### src/srp_pkg.sv
// Shared types and constants for the stepper ramp profile generator.
// No dependencies; imported by the interfaces, the divider and the top level.
package srp_pkg;

  localparam int unsigned DelayW = 16;
  localparam int unsigned NumW   = DelayW + 1;   // 2 * delay
  localparam int unsigned DenW   = DelayW + 2;   // 4 * n + 1
  localparam int unsigned CntW   = $clog2(NumW + 1);

  localparam logic [DelayW-1:0] RELOAD_BASE = 16'hFFFF;

  localparam logic FUNC_START = 1'b0;
  localparam logic FUNC_TICK  = 1'b1;

  typedef enum logic [0:0] {
    ST_IDLE,
    ST_DIV
  } srp_state_t;

  typedef struct packed {
    logic            start;
    logic [NumW-1:0] num;
    logic [DenW-1:0] den;
  } srp_div_req_t;

  typedef struct packed {
    logic            busy;
    logic            done;
    logic [NumW-1:0] quo;
  } srp_div_rsp_t;

endpackage

### src/srp_if.sv
// Valid/ready channel interfaces for the ramp generator's input and result items.
// Depends on srp_pkg for the delay width.
interface srp_in_if import srp_pkg::*; ();
  logic              valid;
  logic              ready;
  logic              func;
  logic              direction;
  logic [DelayW-1:0] step_count;
  logic [DelayW-1:0] initial_delay;

  modport source (output valid, func, direction, step_count, initial_delay, input ready);
  modport sink   (input valid, func, direction, step_count, initial_delay, output ready);
endinterface

interface srp_out_if import srp_pkg::*; ();
  logic              valid;
  logic              ready;
  logic              step_pulse;
  logic [DelayW-1:0] reload_value;
  logic              busy_res;
  logic              dir_level;
  logic [DelayW-1:0] delay_now;

  modport source (output valid, step_pulse, reload_value, busy_res, dir_level, delay_now,
                  input ready);
  modport sink   (input valid, step_pulse, reload_value, busy_res, dir_level, delay_now,
                  output ready);
endinterface

### src/srp_div.sv
// Restoring radix-2 divider: one quotient bit per cycle, NumW quotient bits per divide.
// Depends on srp_pkg for widths and the request/response structs.
module srp_div import srp_pkg::*; (
  input  logic         clk,
  input  logic         rst_n,
  input  srp_div_req_t req,
  output srp_div_rsp_t rsp
);

  logic [DenW-1:0] rem_r, rem_nxt;
  logic [NumW-1:0] quo_r, quo_nxt;
  logic [DenW-1:0] den_r, den_nxt;
  logic [CntW-1:0] cnt_r, cnt_nxt;
  logic            run_r, run_nxt;
  logic            done_r, done_nxt;
  logic [DenW:0]   trial;
  logic [DenW:0]   diff;
  logic            fits;

  always_comb begin
    trial    = {rem_r, quo_r[NumW-1]};
    diff     = trial - {1'b0, den_r};
    fits     = trial >= {1'b0, den_r};
    rem_nxt  = rem_r;
    quo_nxt  = quo_r;
    den_nxt  = den_r;
    cnt_nxt  = cnt_r;
    run_nxt  = run_r;
    done_nxt = 1'b0;
    if (req.start && !run_r) begin
      rem_nxt = '0;
      quo_nxt = req.num;
      den_nxt = req.den;
      cnt_nxt = CntW'(NumW);
      run_nxt = 1'b1;
    end else if (run_r) begin
      // shift in the next dividend bit, subtract when the divisor fits
      rem_nxt = fits ? diff[DenW-1:0] : trial[DenW-1:0];
      quo_nxt = {quo_r[NumW-2:0], fits};
      cnt_nxt = cnt_r - 1'b1;
      if (cnt_r == CntW'(1)) begin
        run_nxt  = 1'b0;
        done_nxt = 1'b1;
      end
    end
  end

  always_ff @(posedge clk) begin
    if (!rst_n) begin
      run_r  <= 1'b0;
      done_r <= 1'b0;
      cnt_r  <= '0;
    end else begin
      run_r  <= run_nxt;
      done_r <= done_nxt;
      cnt_r  <= cnt_nxt;
    end
    rem_r <= rem_nxt;
    quo_r <= quo_nxt;
    den_r <= den_nxt;
  end

  assign rsp.busy = run_r;
  assign rsp.done = done_r;
  assign rsp.quo  = quo_r;

  a_done_after_run: assert property (@(posedge clk) disable iff (!rst_n)
    done_r |-> $past(run_r))
    else $error("divider done without a running divide");

  a_cnt_idle: assert property (@(posedge clk) disable iff (!rst_n)
    !run_r |-> cnt_r == '0)
    else $error("divider count nonzero while idle");

  a_no_restart: assert property (@(posedge clk) disable iff (!rst_n)
    run_r && !done_nxt |=> run_r)
    else $error("divider stopped early");

endmodule

### src/stepper_ramp_profile.sv
// Stepper ramp profile generator: start and tick items in, one result item per input item.
// Start items, done ticks and ticks outside both ramp phases have their result registered in the
// cycle after acceptance; ticks in a ramp phase give their result once the shared divider finishes.
// Throughput: one item at a time; the next item is taken once the result register is free.
// Reset (rst_n low, synchronous) clears the move state but speed_up_r and reload_r, and the result valid.
module stepper_ramp_profile import srp_pkg::*; (
  input  logic clk,
  input  logic rst_n,
  srp_in_if.sink    in_if,
  srp_out_if.source out_if
);

  srp_state_t        state_r, state_nxt;
  logic [DelayW-1:0] steps_total_r, steps_total_nxt;
  logic [DelayW-1:0] accel_limit_r, accel_limit_nxt;
  logic [DelayW-1:0] step_index_r, step_index_nxt;
  logic [DelayW-1:0] half_delay_r, half_delay_nxt;
  logic              in_flight_r, in_flight_nxt;
  logic              dir_pin_r, dir_pin_nxt;
  logic              speed_up_r, speed_up_nxt;
  logic [DelayW-1:0] reload_r, reload_nxt;

  logic              out_valid_r, out_valid_nxt;
  logic              out_pulse_r, out_pulse_nxt;
  logic [DelayW-1:0] out_reload_r, out_reload_nxt;
  logic              out_busy_r, out_busy_nxt;
  logic              out_dir_r, out_dir_nxt;
  logic [DelayW-1:0] out_delay_r, out_delay_nxt;

  srp_div_req_t      div_req;
  srp_div_rsp_t      div_rsp;

  logic              accept;
  logic [DelayW-1:0] idx_inc;
  logic [DelayW:0]   idx_plus_lim;
  logic [DelayW-1:0] remain;
  logic [DelayW-1:0] quo16;
  logic [DelayW-1:0] shrunk;

  srp_div u_div (
    .clk  (clk),
    .rst_n(rst_n),
    .req  (div_req),
    .rsp  (div_rsp)
  );

  assign in_if.ready = (state_r == ST_IDLE) && (!out_valid_r || out_if.ready);
  assign accept      = in_if.valid && in_if.ready;

  always_comb begin
    idx_inc      = step_index_r + 1'b1;
    idx_plus_lim = {1'b0, idx_inc} + {1'b0, accel_limit_r};
    remain       = steps_total_r - idx_inc;
    quo16        = div_rsp.quo[DelayW-1:0];
    shrunk       = half_delay_r - quo16;

    state_nxt       = state_r;
    steps_total_nxt = steps_total_r;
    accel_limit_nxt = accel_limit_r;
    step_index_nxt  = step_index_r;
    half_delay_nxt  = half_delay_r;
    in_flight_nxt   = in_flight_r;
    dir_pin_nxt     = dir_pin_r;
    speed_up_nxt    = speed_up_r;
    reload_nxt      = reload_r;

    out_valid_nxt  = out_valid_r && !out_if.ready;
    out_pulse_nxt  = out_pulse_r;
    out_reload_nxt = out_reload_r;
    out_busy_nxt   = out_busy_r;
    out_dir_nxt    = out_dir_r;
    out_delay_nxt  = out_delay_r;

    div_req.start = 1'b0;
    div_req.num   = {half_delay_r, 1'b0};
    div_req.den   = {idx_inc, 2'b01};

    case (state_r)
      ST_IDLE: begin
        if (accept) begin
          out_valid_nxt  = 1'b1;
          out_pulse_nxt  = 1'b0;
          out_reload_nxt = '0;
          if (in_if.func == FUNC_START) begin
            in_flight_nxt   = 1'b1;
            steps_total_nxt = in_if.step_count;
            accel_limit_nxt = in_if.step_count >> 1;
            step_index_nxt  = '0;
            half_delay_nxt  = in_if.initial_delay;
            dir_pin_nxt     = !in_if.direction;
            out_busy_nxt    = 1'b1;
            out_dir_nxt     = !in_if.direction;
            out_delay_nxt   = in_if.initial_delay;
          end else if (step_index_r < steps_total_r) begin
            step_index_nxt = idx_inc;
            reload_nxt     = RELOAD_BASE - {half_delay_r[DelayW-2:0], 1'b0};
            out_pulse_nxt  = 1'b1;
            out_reload_nxt = RELOAD_BASE - {half_delay_r[DelayW-2:0], 1'b0};
            out_busy_nxt   = in_flight_r;
            out_dir_nxt    = dir_pin_r;
            out_delay_nxt  = half_delay_r;
            if (idx_inc < accel_limit_r) begin
              div_req.start = 1'b1;
              speed_up_nxt  = 1'b1;
              out_valid_nxt = 1'b0;
              state_nxt     = ST_DIV;
            end else if (idx_plus_lim > {1'b0, steps_total_r}) begin
              div_req.start = 1'b1;
              div_req.den   = {remain, 2'b01};
              speed_up_nxt  = 1'b0;
              out_valid_nxt = 1'b0;
              state_nxt     = ST_DIV;
            end
          end else begin
            in_flight_nxt = 1'b0;
            out_busy_nxt  = 1'b0;
            out_dir_nxt   = dir_pin_r;
            out_delay_nxt = half_delay_r;
          end
        end
      end
      ST_DIV: begin
        if (div_rsp.done) begin
          if (speed_up_r) begin
            // freeze the acceleration phase once the shrink rounds to zero
            if (quo16 == '0) begin
              accel_limit_nxt = step_index_r;
            end else begin
              half_delay_nxt = shrunk;
            end
          end else begin
            half_delay_nxt = half_delay_r + quo16;
          end
          out_valid_nxt  = 1'b1;
          out_pulse_nxt  = 1'b1;
          out_reload_nxt = reload_r;
          out_busy_nxt   = in_flight_r;
          out_dir_nxt    = dir_pin_r;
          out_delay_nxt  = (speed_up_r && quo16 == '0) ? half_delay_r :
                           (speed_up_r ? shrunk : half_delay_r + quo16);
          state_nxt      = ST_IDLE;
        end
      end
      default: state_nxt = ST_IDLE;
    endcase
  end

  always_ff @(posedge clk) begin
    if (!rst_n) begin
      state_r       <= ST_IDLE;
      steps_total_r <= '0;
      accel_limit_r <= '0;
      step_index_r  <= '0;
      half_delay_r  <= '0;
      in_flight_r   <= 1'b0;
      dir_pin_r     <= 1'b0;
      out_valid_r   <= 1'b0;
    end else begin
      state_r       <= state_nxt;
      steps_total_r <= steps_total_nxt;
      accel_limit_r <= accel_limit_nxt;
      step_index_r  <= step_index_nxt;
      half_delay_r  <= half_delay_nxt;
      in_flight_r   <= in_flight_nxt;
      dir_pin_r     <= dir_pin_nxt;
      out_valid_r   <= out_valid_nxt;
    end
    speed_up_r   <= speed_up_nxt;
    reload_r     <= reload_nxt;
    out_pulse_r  <= out_pulse_nxt;
    out_reload_r <= out_reload_nxt;
    out_busy_r   <= out_busy_nxt;
    out_dir_r    <= out_dir_nxt;
    out_delay_r  <= out_delay_nxt;
  end

  assign out_if.valid        = out_valid_r;
  assign out_if.step_pulse   = out_pulse_r;
  assign out_if.reload_value = out_reload_r;
  assign out_if.busy_res     = out_busy_r;
  assign out_if.dir_level    = out_dir_r;
  assign out_if.delay_now    = out_delay_r;

  a_div_only_in_div: assert property (@(posedge clk) disable iff (!rst_n)
    div_rsp.busy |-> state_r == ST_DIV)
    else $error("divider running outside the divide state");

  a_out_empty_in_div: assert property (@(posedge clk) disable iff (!rst_n)
    state_r == ST_DIV |-> !out_valid_r)
    else $error("result register occupied while a divide is pending");

  a_index_bound: assert property (@(posedge clk) disable iff (!rst_n)
    step_index_r <= steps_total_r)
    else $error("step index beyond step count");

  a_no_pulse_without_step: assert property (@(posedge clk) disable iff (!rst_n)
    out_valid_r && !out_pulse_r |-> out_reload_r == '0)
    else $error("reload value nonzero without a step pulse");

endmodule

### src/flat_wrapper.sv
// flat-port wrapper written by rule: the top's interface ports become plain ports
module stepper_ramp_profile_flat import srp_pkg::*;
  (clk, rst_n, in_if_valid, in_if_func, in_if_direction, in_if_step_count, in_if_initial_delay, in_if_ready, out_if_valid, out_if_step_pulse, out_if_reload_value, out_if_busy_res, out_if_dir_level, out_if_delay_now, out_if_ready);
  srp_in_if in_if_i ();
  srp_out_if out_if_i ();
  input  logic clk;
  input  logic rst_n;
  input wire logic [$bits(in_if_i.valid)-1:0] in_if_valid;
  input wire logic [$bits(in_if_i.func)-1:0] in_if_func;
  input wire logic [$bits(in_if_i.direction)-1:0] in_if_direction;
  input wire logic [$bits(in_if_i.step_count)-1:0] in_if_step_count;
  input wire logic [$bits(in_if_i.initial_delay)-1:0] in_if_initial_delay;
  output wire logic [$bits(in_if_i.ready)-1:0] in_if_ready;
  output wire logic [$bits(out_if_i.valid)-1:0] out_if_valid;
  output wire logic [$bits(out_if_i.step_pulse)-1:0] out_if_step_pulse;
  output wire logic [$bits(out_if_i.reload_value)-1:0] out_if_reload_value;
  output wire logic [$bits(out_if_i.busy_res)-1:0] out_if_busy_res;
  output wire logic [$bits(out_if_i.dir_level)-1:0] out_if_dir_level;
  output wire logic [$bits(out_if_i.delay_now)-1:0] out_if_delay_now;
  input wire logic [$bits(out_if_i.ready)-1:0] out_if_ready;
  assign in_if_i.valid = in_if_valid;
  assign in_if_i.func = in_if_func;
  assign in_if_i.direction = in_if_direction;
  assign in_if_i.step_count = in_if_step_count;
  assign in_if_i.initial_delay = in_if_initial_delay;
  assign in_if_ready = in_if_i.ready;
  assign out_if_valid = out_if_i.valid;
  assign out_if_step_pulse = out_if_i.step_pulse;
  assign out_if_reload_value = out_if_i.reload_value;
  assign out_if_busy_res = out_if_i.busy_res;
  assign out_if_dir_level = out_if_i.dir_level;
  assign out_if_delay_now = out_if_i.delay_now;
  assign out_if_i.ready = out_if_ready;
  stepper_ramp_profile u_core (.clk(clk), .rst_n(rst_n), .in_if(in_if_i), .out_if(out_if_i));
endmodule
### config.mk
export PLATFORM = sky130hd
export DESIGN_NAME = stepper_ramp_profile_flat
export DESIGN_NICKNAME = d
export VERILOG_FILES = /design/src/srp_pkg.sv /design/src/srp_if.sv /design/src/srp_div.sv /design/src/stepper_ramp_profile.sv /design/src/flat_wrapper.sv
export SDC_FILE = /design/constraint.sdc
export NUM_CORES = 1
export LEC_CHECK = 0
export ABC_CLOCK_PERIOD_IN_PS = 5000
export BUFFER_PORTS_ARGS = -buffer_cell sky130_fd_sc_hd__buf_4
export CAP_MARGIN = 20
export CELL_PAD_IN_SITES_DETAIL_PLACEMENT = 1
export CELL_PAD_IN_SITES_GLOBAL_PLACEMENT = 2
export CORE_MARGIN = 2
export CORE_UTILIZATION = 35
export DETAILED_ROUTE_END_ITERATION = 8
export MAX_ROUTING_LAYER = met4
export PLACE_DENSITY_LB_ADDON = 0.1
export RECOVER_POWER = 25
export SLEW_MARGIN = 0
export SYNTH_ARGS = -nofsm -noshare
export SYNTH_HDL_FRONTEND = slang
export SYNTH_SLANG_ARGS = --single-unit
### constraint.sdc
create_clock -name clk -period 5 [get_ports clk]
set_clock_uncertainty 0.15 [all_clocks]
set_input_delay 1 -clock clk [delete_from_list [all_inputs] [get_ports clk]]
set_output_delay 1 -clock clk [all_outputs]
set_load 0.005 [all_outputs]
# Yosys cells after proc, flatten, opt, wreduce, memory -nomap -nowiden
# Index checks and enable logic that the tools add are counted.
# word_totals
reg_bits	180
latchBits	0
ramBits	0
romBits	0
output_inout_bits	37
wordCells	142
n_memories	0
# op_classes
n_addsub	8
multipliers	0
div	0
n_lt_le_gt_ge	4
eq_ne	8
n_shift	0
n_mux	68
bitwise	6
reduce_logical	24
# ops
op	n
16-bit 2-to-1 mux	19
16-bit one-hot mux with 2 select lines	4
18-bit 2-to-1 mux	7
17-bit 2-to-1 mux	2
16-bit less-than comparator	2
16-bit subtractor	2
1-bit 2-to-1 mux	29
19-bit by 18-bit greater-or-equal comparator with 1-bit output	1
18-bit subtractor	1
16-bit by 16-bit adder with 17-bit output	1
17-bit by 16-bit > comparator with 1-bit output	1
16-bit by 1-bit adder with 16-bit output (second input constant)	1
16-bit adder	1
16-bit zero test	1
16-bit subtractor (first input constant)	1
5-bit 2-to-1 mux	2
1-bit one-hot mux with 2 select lines	5
5-bit AND reduction	2
3-bit AND reduction	3
2-bit inequality test (second input constant)	4
1-bit NOT	6
5-bit by 1-bit == test with 1-bit output (second input constant)	1
1-bit logical AND	5
5-bit OR reduction	1
other kinds (10)	16

# Longest topological paths before layout
# Gate-level depths: netlist of run 1.
# logic_depth
word_depth	11
ltp_mapped	26

# Cells and area by module
# A second synthesis of run 1 with hierarchy kept.
# unflattened
cells_unflattened	1389
hier_area_um2	12433.2
# by_module_without_submodules
mod	n_inst	cells_per_inst	area_each_um2	seq_area_each_um2
stepper_ramp_profile	1	1038	8948.6	2862.7
srp_div	1	351	3484.6	1551.5

# Worst setup path after synthesis of run 1
# No wires, ideal clock.
# synth_timing
path_kind	register to register
startpoint	register u_core.step_index_r[2]
endpoint	register u_core.u_div.den_r[10] (enable)
setup_ps	388
arrival_ps	4844
required_time_ps	4462
slack_ps	-382
path_stages_with_launch	25
synth_period_minus_slack_ps	5382
path_cell_list	dfxtp_1 > and3_1 > and3_1 > nand2_1 > nor2_1 > and3_1 > buf_2 > xnor2_1 > inv_1 > ha_1 > nor4_1 > a221oi_4 > o21bai_1 > a21oi_1 > xnor2_1 > ha_1 > a21o_1 > a21oi_1 > a22oi_1 > o21ai_0 > o311ai_2 > o21ai_2 > buf_4 > buf_2 > nor2_1
# synth_via
elab_chain_len	10
elab_cells_between_ends	12
cone_classes	add/sub: 2; order compare: 3; mux: 6; reduce/logical: 1
# synth_lines
element	line_no	text
from (decl)	stepper_ramp_profile.sv:16	logic [DelayW-1:0] step_index_r, step_index_nxt;
from (signal assigned)	stepper_ramp_profile.sv:162	step_index_r <= step_index_nxt;
16-bit by 1-bit adder with 16-bit output	stepper_ramp_profile.sv:51	idx_inc = step_index_r + 1'b1;
16-bit by 16-bit adder with 17-bit output	stepper_ramp_profile.sv:52	idx_plus_lim = {1'b0, idx_inc} + {1'b0, accel_limit_r};
17-bit by 16-bit > comparator with 1-bit output	stepper_ramp_profile.sv:107	end else if (idx_plus_lim > {1'b0, steps_total_r}) begin
1-bit 2-to-1 mux	stepper_ramp_profile.sv:107	
1-bit 2-to-1 mux	stepper_ramp_profile.sv:102	if (idx_inc < accel_limit_r) begin
1-bit 2-to-1 mux (*)	stepper_ramp_profile.sv:94	end else if (step_index_r < steps_total_r) begin
1-bit 2-to-1 mux (*)	stepper_ramp_profile.sv:84	if (in_if.func == FUNC_START) begin
1-bit 2-to-1 mux (*)	stepper_ramp_profile.sv:80	if (accept) begin
1-bit 2-to-1 mux (*)	stepper_ramp_profile.sv:78	case (state_r)
1-bit logical AND (*)	srp_div.sv:30	if (req.start && !run_r) begin
to (signal assigned)	srp_div.sv:60	den_r <= den_nxt;
to (decl)	srp_div.sv:12	logic [DenW-1:0] den_r, den_nxt;
# Mark *: on every way between the ends. The rest lies on a longest branch, timed or not.
# A chain may end at the register's enable or synchronous reset.

# Final worst setup path of run 1
# layout_timing
startpoint	register u_core.step_index_r[3]
endpoint	register u_core.u_div.quo_r[9], data pin
# layout_via
elab_chain_len	11
elab_cells_between_ends	13
cone_classes	add/sub: 2; order compare: 3; mux: 7; reduce/logical: 1
# layout_lines
element	line_no	text
16-bit by 1-bit adder with 16-bit output	stepper_ramp_profile.sv:51	
16-bit by 16-bit adder with 17-bit output	stepper_ramp_profile.sv:52	
17-bit by 16-bit > comparator with 1-bit output	stepper_ramp_profile.sv:107	
1-bit 2-to-1 mux	stepper_ramp_profile.sv:107	
1-bit 2-to-1 mux	stepper_ramp_profile.sv:102	
1-bit 2-to-1 mux (*)	stepper_ramp_profile.sv:94	
1-bit 2-to-1 mux (*)	stepper_ramp_profile.sv:84	
1-bit 2-to-1 mux (*)	stepper_ramp_profile.sv:80	
1-bit 2-to-1 mux (*)	stepper_ramp_profile.sv:78	
1-bit logical AND (*)	srp_div.sv:30	
17-bit 2-to-1 mux (*)	srp_div.sv:30	
named net u_core.u_div.quo_nxt[9]	srp_div.sv:11	logic [NumW-1:0] quo_r, quo_nxt;
to (signal assigned)	srp_div.sv:59	quo_r <= quo_nxt;
to (decl)	srp_div.sv:11	
# Mark *: on every way through the listed nets, which the timed path passes. The rest lies on a longest branch.

==> flow_metrics.py, run 1 <==
metrics = {
    "synth": {
        "seq_area_frac_synth": 0.367,
        "synthArstFlopShare": 0,
        "synthCells": 1320,
        "ys_types": 81,
        "synth_edf_count": 82,
        "synth_seq_cells": 176,
        "synth_flop_cell": "dfxtp_1",
        "netlist_area_um2": 11900,
        "syn_area_per_cell_um2": 8.98,
        "synth_area_leader_cell": "edfxtp_1",
        "synthTopCellsByArea": "edfxtp_1, dfxtp_1, ha_1",
        "synth_top_cell_area_share": 0.208,
        "yosysWarnings": 0,
        "postSynthNetCount": 1480,
    },
    "route": {
        "ant_nets": 0,
        "drc": 0,
        "wirelength_um": 39000,
        "first_pass_iters": 4,
        "num_vias": 10300,
        "drtIter0Drc": 474,
        "via_per_inst": 5.30,
        "routedWlPerCell_um": 20.1,
    },
    "die": {
        "initial_core_util": 0.354,
        "pin_count": 75,
        "rows": 67,
        "die_x_um": 188,
        "core_um2": 33400,
        "die_area_um2": 35300,
        "die_h_um": 188,
    },
    "flow_run": {
        "drv_cap": 3,
    },
    "place": {
        "placement.io_buffers": 74,
        "dpl.cell_count": 1899,
        "place_congestion": 0.887,
        "dpl-instance-area_um2": 13600,
        "hpwl_um": 29200,
        "preCtsSetupSlack_ps": -348,
    },
    "setup_path": {
        "critPathLaunchType": "register",
        "critPathBufInv": 6,
        "path_class": "register to register",
        "cp_slowest_cell": "dfxtp_2",
        "cpPeakStageDelay_ps": 340,
        "cp_data_required_time_ps": 5030,
        "critical_path.endpoint_type": "register",
        "crit_family": "compound AO/OA/AOI/OAI gates",
        "worstPathMaxFanout": 5,
        "arrival_ps": 4950,
    },
    "layout": {
        "final_common_cell": "buf_4",
        "instances_no_fill": 1941,
        "fin_area_um2": 14900,
        "multi_input_area_um2": 7350,
        "nFillCells": 3857,
        "regArea_um2": 4360,
        "drive_gt1_frac": 0.218,
        "final_cell_mix": "buf_4, nor2_1, inv_1",
        "area_growth_pct": 26.0,
        "num-nets-final": 1640,
        "antenna_cells": 0,
    },
    "cts": {
        "clkSinkCount": 176,
        "clk_latency_ps": 460,
        "clk_pin_slew_ps": 80,
        "cts_tree": "done",
        "clock_path_buffers": 2,
        "cts_root_buffer": "clkbuf_16",
        "h-tree-depth": 4,
        "numCtsBuffers": 17,
    },
    "power_and_ir_drop": {
        "power_frac_seq": 0.348,
        "p_int_mw": 3.41,
        "comb_power_share": 0.386,
        "irDropWorstVdd_uv": 279,
        "powerDensity_nw_per_um2": 363,
        "power_mw": 5.43,
        "swShare": 0.371,
        "p_sw_mw": 2.01,
        "p_leak_nw": 6.08,
        "p_clk_frac": 0.266,
    },
    "sta": {
        "tns_ps": 0,
        "final.period_utilization": 0.984,
        "min_period_ps": 4920,
        "worst_pin_slew_ps": 2590,
        "setup_violations": 0,
        "rsz0062_at_grt": "yes",
        "max_freq_mhz": 203,
        "worst_slack_ps": 82.1,
        "drv_slew": 90,
        "hold_viol_final": 0,
        "max-slew-margin-rel": -0.734,
    },
    "global_route": {
        "grt_pass1_vias": 10800,
        "grt_overflow": 0,
        "grt.total_usage": 0.231,
        "grt_pass1_wl_um": 61500,
        "antenna_found_initial": 0,
        "grt_max_degree": 54,
    },
    "worst_hold_path": {
        "hold_class": "register to register",
    },
    "status": {
        "status": "finished with violations",
        "violations": "capacitance limit, slew limit",
    },
}
[cell type report]
type,instances,share of cell area
multi-input combinational,973,0.492
sequential,176,0.292
timing repair buffer,189,0.105
tap,448,0.0375
clock buffer,23,0.0364
inverter,123,0.0318
clock inverter,9,0.00536
[synth_stat cells (9+ instances only)]
master    number
o21ai_0       53
a21o_1        13
xnor2_1       55
nor3_1        18
o21bai_1       9
o211ai_1      11
nand2_1      103
o21ai_1       37
or3_1          9
dfxtp_1       94
o31ai_1       21
inv_1        119
edfxtp_1      82
mux2i_1       50
ha_1         119
o21a_1        19
nor2b_1       13
and3_1        11
xor2_1        22
a22oi_1       13
buf_2          9
o22ai_1       15
a31oi_1       15
a211oi_1      25
nor2_1       133
a21oi_1       75
clkbuf_1      28
nand3_1       18
[metrics by stage]
step / hold slack (ps) / utilization
6_report: 328 / 0.446
4_1_cts: 333 / 0.430
3_5_place_dp: 323 / 0.407
5_1_grt: 353 / 0.446
3_3_place_gp: 313 / 0.407
2_1_floorplan: 290 / -
[per-layer routing]
| layer | vias to the layer above | share of wire | GRT usage |
|---|---|---|---|
| met5 | - | 0 | - |
| met4 | 0 | 0.020 | 0.0560 |
| met3 | 33 | 0.019 | 0.0296 |
| met2 | 114 | 0.50 | 0.394 |
| met1 | 5090 | 0.46 | 0.289 |
| li1 | 5060 | - | - |
[state kept, by name (all words and copies together), names as in the netlist, 5 cells and up]
signal	cells
u_core.u_div.rem_r	18
u_core.u_div.quo_r	17
u_core.accel_limit_r	16
u_core.half_delay_r	16
u_core.out_if.delay_now	16
u_core.out_if.reload_value	16
u_core.step_index_r	16
u_core.steps_total_r	16
u_core.u_div.den_r	16
u_core.reload_r	15
u_core.u_div.cnt_r	5
[tightest hold or removal path, stage by stage, from the launching register on]
cell	delay, ps
dfxtp_1	330
nand2_1	60
o21ai_1	50
[final timing paths]
check,slack [ps],cells past startpoint,endpoint,start
setup / recovery,80,25,u_core.u_div.quo_r[9]$_DFFE_PP_,u_core.step_index_r[3]$_SDFFE_PN0P_
hold / removal,330,2,u_core.u_div.rem_r[2]$_SDFFE_PP0P_,u_core.u_div.rem_r[2]$_SDFFE_PP0P_
setup reg to reg,80,25,u_core.u_div.quo_r[9]$_DFFE_PP_,u_core.step_index_r[3]$_SDFFE_PN0P_
hold reg to reg,330,2,u_core.u_div.rem_r[2]$_SDFFE_PP0P_,u_core.u_div.rem_r[2]$_SDFFE_PP0P_
[cell families (layout without fill, tap and decap cells)]
group	Yosys count	in the layout	share of synthesized area
AO/OA/AOI/OAI	365	365	0.203
AND/OR/NAND/NOR	358	358	0.141
XOR/XNOR	77	77	0.0569
buffers and inverters	171	344	0.0580
adder cells (fa/ha/maj)	122	122	0.131
multiplexers	51	51	0.0432
flip-flops	176	176	0.367
[power by group through the flow]
stage / clock network (mW) / logic (mW) / registers [mW]
after floorplan: 0 / 1.38 / 1.87
after detailed placement: 0 / 2.00 / 1.92
final: 1.45 / 2.09 / 1.89
after global routing: 1.54 / 2.33 / 1.91
after CTS: 1.48 / 2.03 / 1.89
after global placement: 0 / 1.97 / 1.92
[repair_timing]
action	in CTS	in global routing
gates cloned	0	3
resized for setup	20	102
pin swaps	6	37
endpoints found under the setup margin	90	92
hold buffers	0	0
buffers inserted	2	7
Power figures use the tool's default switching activity.
==> run 2: changes to the inputs <==
--- a/config.mk
+++ b/config.mk
@@ -8,7 +8,7 @@
 export ABC_CLOCK_PERIOD_IN_PS = 5000
 export BUFFER_PORTS_ARGS = -buffer_cell sky130_fd_sc_hd__buf_4
 export CAP_MARGIN = 20
-export CELL_PAD_IN_SITES_DETAIL_PLACEMENT = 1
+export CELL_PAD_IN_SITES_DETAIL_PLACEMENT = 0
 export CELL_PAD_IN_SITES_GLOBAL_PLACEMENT = 2
 export CORE_MARGIN = 2
 export CORE_UTILIZATION = 35
==> run 2 against run 1 <==
The run still ends with capacitance limit, slew limit left. Flip-flop and latch count stayed put. Sequential share of layout area is 0.34 points higher. Die area stayed put. Global-route usage is 1.4 points lower. Final cell count hardly changed. Power is 3.8% lower. Routed wire length is 5.9% lower. Hold slack hardly changed. Clock power is 9.7% lower. Clock-buffer cell count is 3 lower.
==> flow_metrics.py, run 2 (synthesis gave the netlist of run 1 again) <==
metrics = {
    "setup_path": {
        "critical_path.endpoint_type": "register",
        "worstPathMaxFanout": 10,
        "worst_r2r_endpoint": "u_core.u_div.quo_r[12]$_DFFE_PP_",
        "cp_data_required_time_ps": 5080,
        "r2r_slack_ps": 180,
        "cp_slowest_cell": "dfxtp_2",
        "critPathBufInv": 8,
        "arrival_ps": 4900,
        "critPathLaunch": "u_core.step_index_r[1]$_SDFFE_PN0P_",
        "crit_family": "compound AO/OA/AOI/OAI gates",
        "rr_worst_depth": 27,
        "cpPeakStageDelay_ps": 360,
        "path_class": "register to register",
        "critPathLaunchType": "register",
        "crit_path_frequent_cell": "buf_4",
        "r2r-start": "u_core.step_index_r[1]$_SDFFE_PN0P_",
    },
    "layout": {
        "top_register": "u_core.u_div.rem_r",
        "nFillCells": 3342,
        "regArea_um2": 4350,
        "final_common_cell": "buf_4",
        "instances_no_fill": 1942,
        "multi_input_area_um2": 7260,
        "area_growth_pct": 24.4,
        "num-nets-final": 1641,
        "antenna_cells": 0,
        "final_cell_mix": "buf_4, nor2_1, inv_1",
        "largest_reg_flops": 18,
        "drive_gt1_frac": 0.207,
        "top_regs": "u_core.u_div.rem_r (18), u_core.u_div.quo_r (17)",
    },
    "worst_hold_path": {
        "hold_end": "u_core.u_div.rem_r[3]$_SDFFE_PP0P_",
        "hold_depth": 2,
        "hold_class": "register to register",
        "min_from": "u_core.u_div.rem_r[3]$_SDFFE_PP0P_",
    },
    "route": {
        "first_pass_iters": 6,
        "drtIter0Drc": 551,
        "drc": 0,
        "num_vias": 10000,
        "routedWlPerCell_um": 18.9,
        "wirelength_um": 36700,
        "via_per_inst": 5.15,
        "ant_nets": 0,
    },
    "die": {
        "pin_count": 75,
        "core_um2": 33400,
        "rows": 67,
        "die_x_um": 188,
        "initial_core_util": 0.354,
        "die_h_um": 188,
        "die_area_um2": 35300,
    },
    "cts": {
        "cts_root_buffer": "clkbuf_16",
        "clk_pin_slew_ps": 80,
        "h-tree-depth": 4,
        "clkSinkCount": 176,
        "cts_tree": "done",
        "clk_latency_ps": 450,
        "numCtsBuffers": 17,
        "clock_path_buffers": 2,
    },
    "status": {
        "status": "finished with violations",
        "violations": "capacitance limit, slew limit",
    },
    "global_route": {
        "grt_overflow": 0,
        "grt_max_degree": 54,
        "grt.total_usage": 0.217,
        "grt_pass1_wl_um": 57100,
        "antenna_found_initial": 0,
        "grt_pass1_vias": 10000,
    },
    "place": {
        "placement.io_buffers": 74,
        "hpwl_um": 27500,
        "place_congestion": 0.887,
        "preCtsSetupSlack_ps": -298,
        "dpl.cell_count": 1899,
    },
    "sta": {
        "setup_violations": 0,
        "tns_ps": 0,
        "worst_slack_ps": 183,
        "hold_viol_final": 0,
        "drv_slew": 90,
        "min_period_ps": 4820,
        "max_freq_mhz": 208,
        "rsz0062_at_grt": "yes",
        "max-slew-margin-rel": -0.728,
        "final.period_utilization": 0.963,
        "worst_pin_slew_ps": 2580,
    },
    "power_and_ir_drop": {
        "p_leak_nw": 6.00,
        "irDropWorstVdd_uv": 254,
        "powerDensity_nw_per_um2": 354,
    },
    "flow_run": {
        "drv_cap": 3,
    },
}
## run 2: timing repair
| item | 4_1_cts | 5_1_grt |
|---|---|---|
| setup buffers | 2 | 10 |
| pin swaps | 4 | 36 |
| setup endpoints to repair | 89 | 91 |
| gates cloned | 0 | 2 |
| resized for setup | 20 | 81 |
| endpoints found under the hold margin | 0 | 0 |
| hold buffers | 0 | 0 |
## run 2: how the worst max path moves through the flow
stage,endpoint,depth (start not counted)
2_1_floorplan,u_core.u_div.den_r[10]$_DFFE_PP_,24
3_3_place_gp,u_core.u_div.run_r$_SDFF_PN0_,27
3_5_place_dp,u_core.u_div.run_r$_SDFF_PN0_,25
4_1_cts,u_core.u_div.quo_r[12]$_DFFE_PP_,26
5_1_grt,u_core.u_div.den_r[17]$_DFFE_PP_,26
6_report,u_core.u_div.quo_r[12]$_DFFE_PP_,27
## run 2: through the flow
stage	instance area, um2	utilization	total power [mW]	hold slack, ps
floorplan	11900	-	3.24	290
detailed placement	13600	0.407	3.89	316
CTS	14300	0.427	5.24	327
finish	14700	0.441	5.22	329
global placement	13600	0.407	3.89	313
global route	14700	0.441	5.58	343
## run 2: cell type report
class                   count  area share
clock buffers              20      0.0303
flip-flops and latches    176       0.295
repair buffers            190       0.106
well taps                 448      0.0380
clock inverters            12     0.00662
inverters                 123      0.0317
multi-input cells         973       0.492
## run 2: layer usage
layer / up-vias / GRT usage / part of all wire
li1: 5069 / - / -
met5: - / - / 0
met3: 36 / 0.0270 / 0.022
met1: 4757 / 0.274 / 0.47
met4: 0 / 0.0760 / 0.023
met2: 146 / 0.357 / 0.49
## run 2: where the power goes
part           switching, mW  leakage, nW  total [mW]  internal, mW
clock                  0.644        0.266        1.31         0.662
combinational           1.15         4.18        2.03         0.875
sequential             0.152         1.55        1.89          1.73
## run 2: worst min-delay path, stage by stage (launching register included)
cell	delay, ps
dfxtp_1	330
nand2_1	60
o21ai_1	50
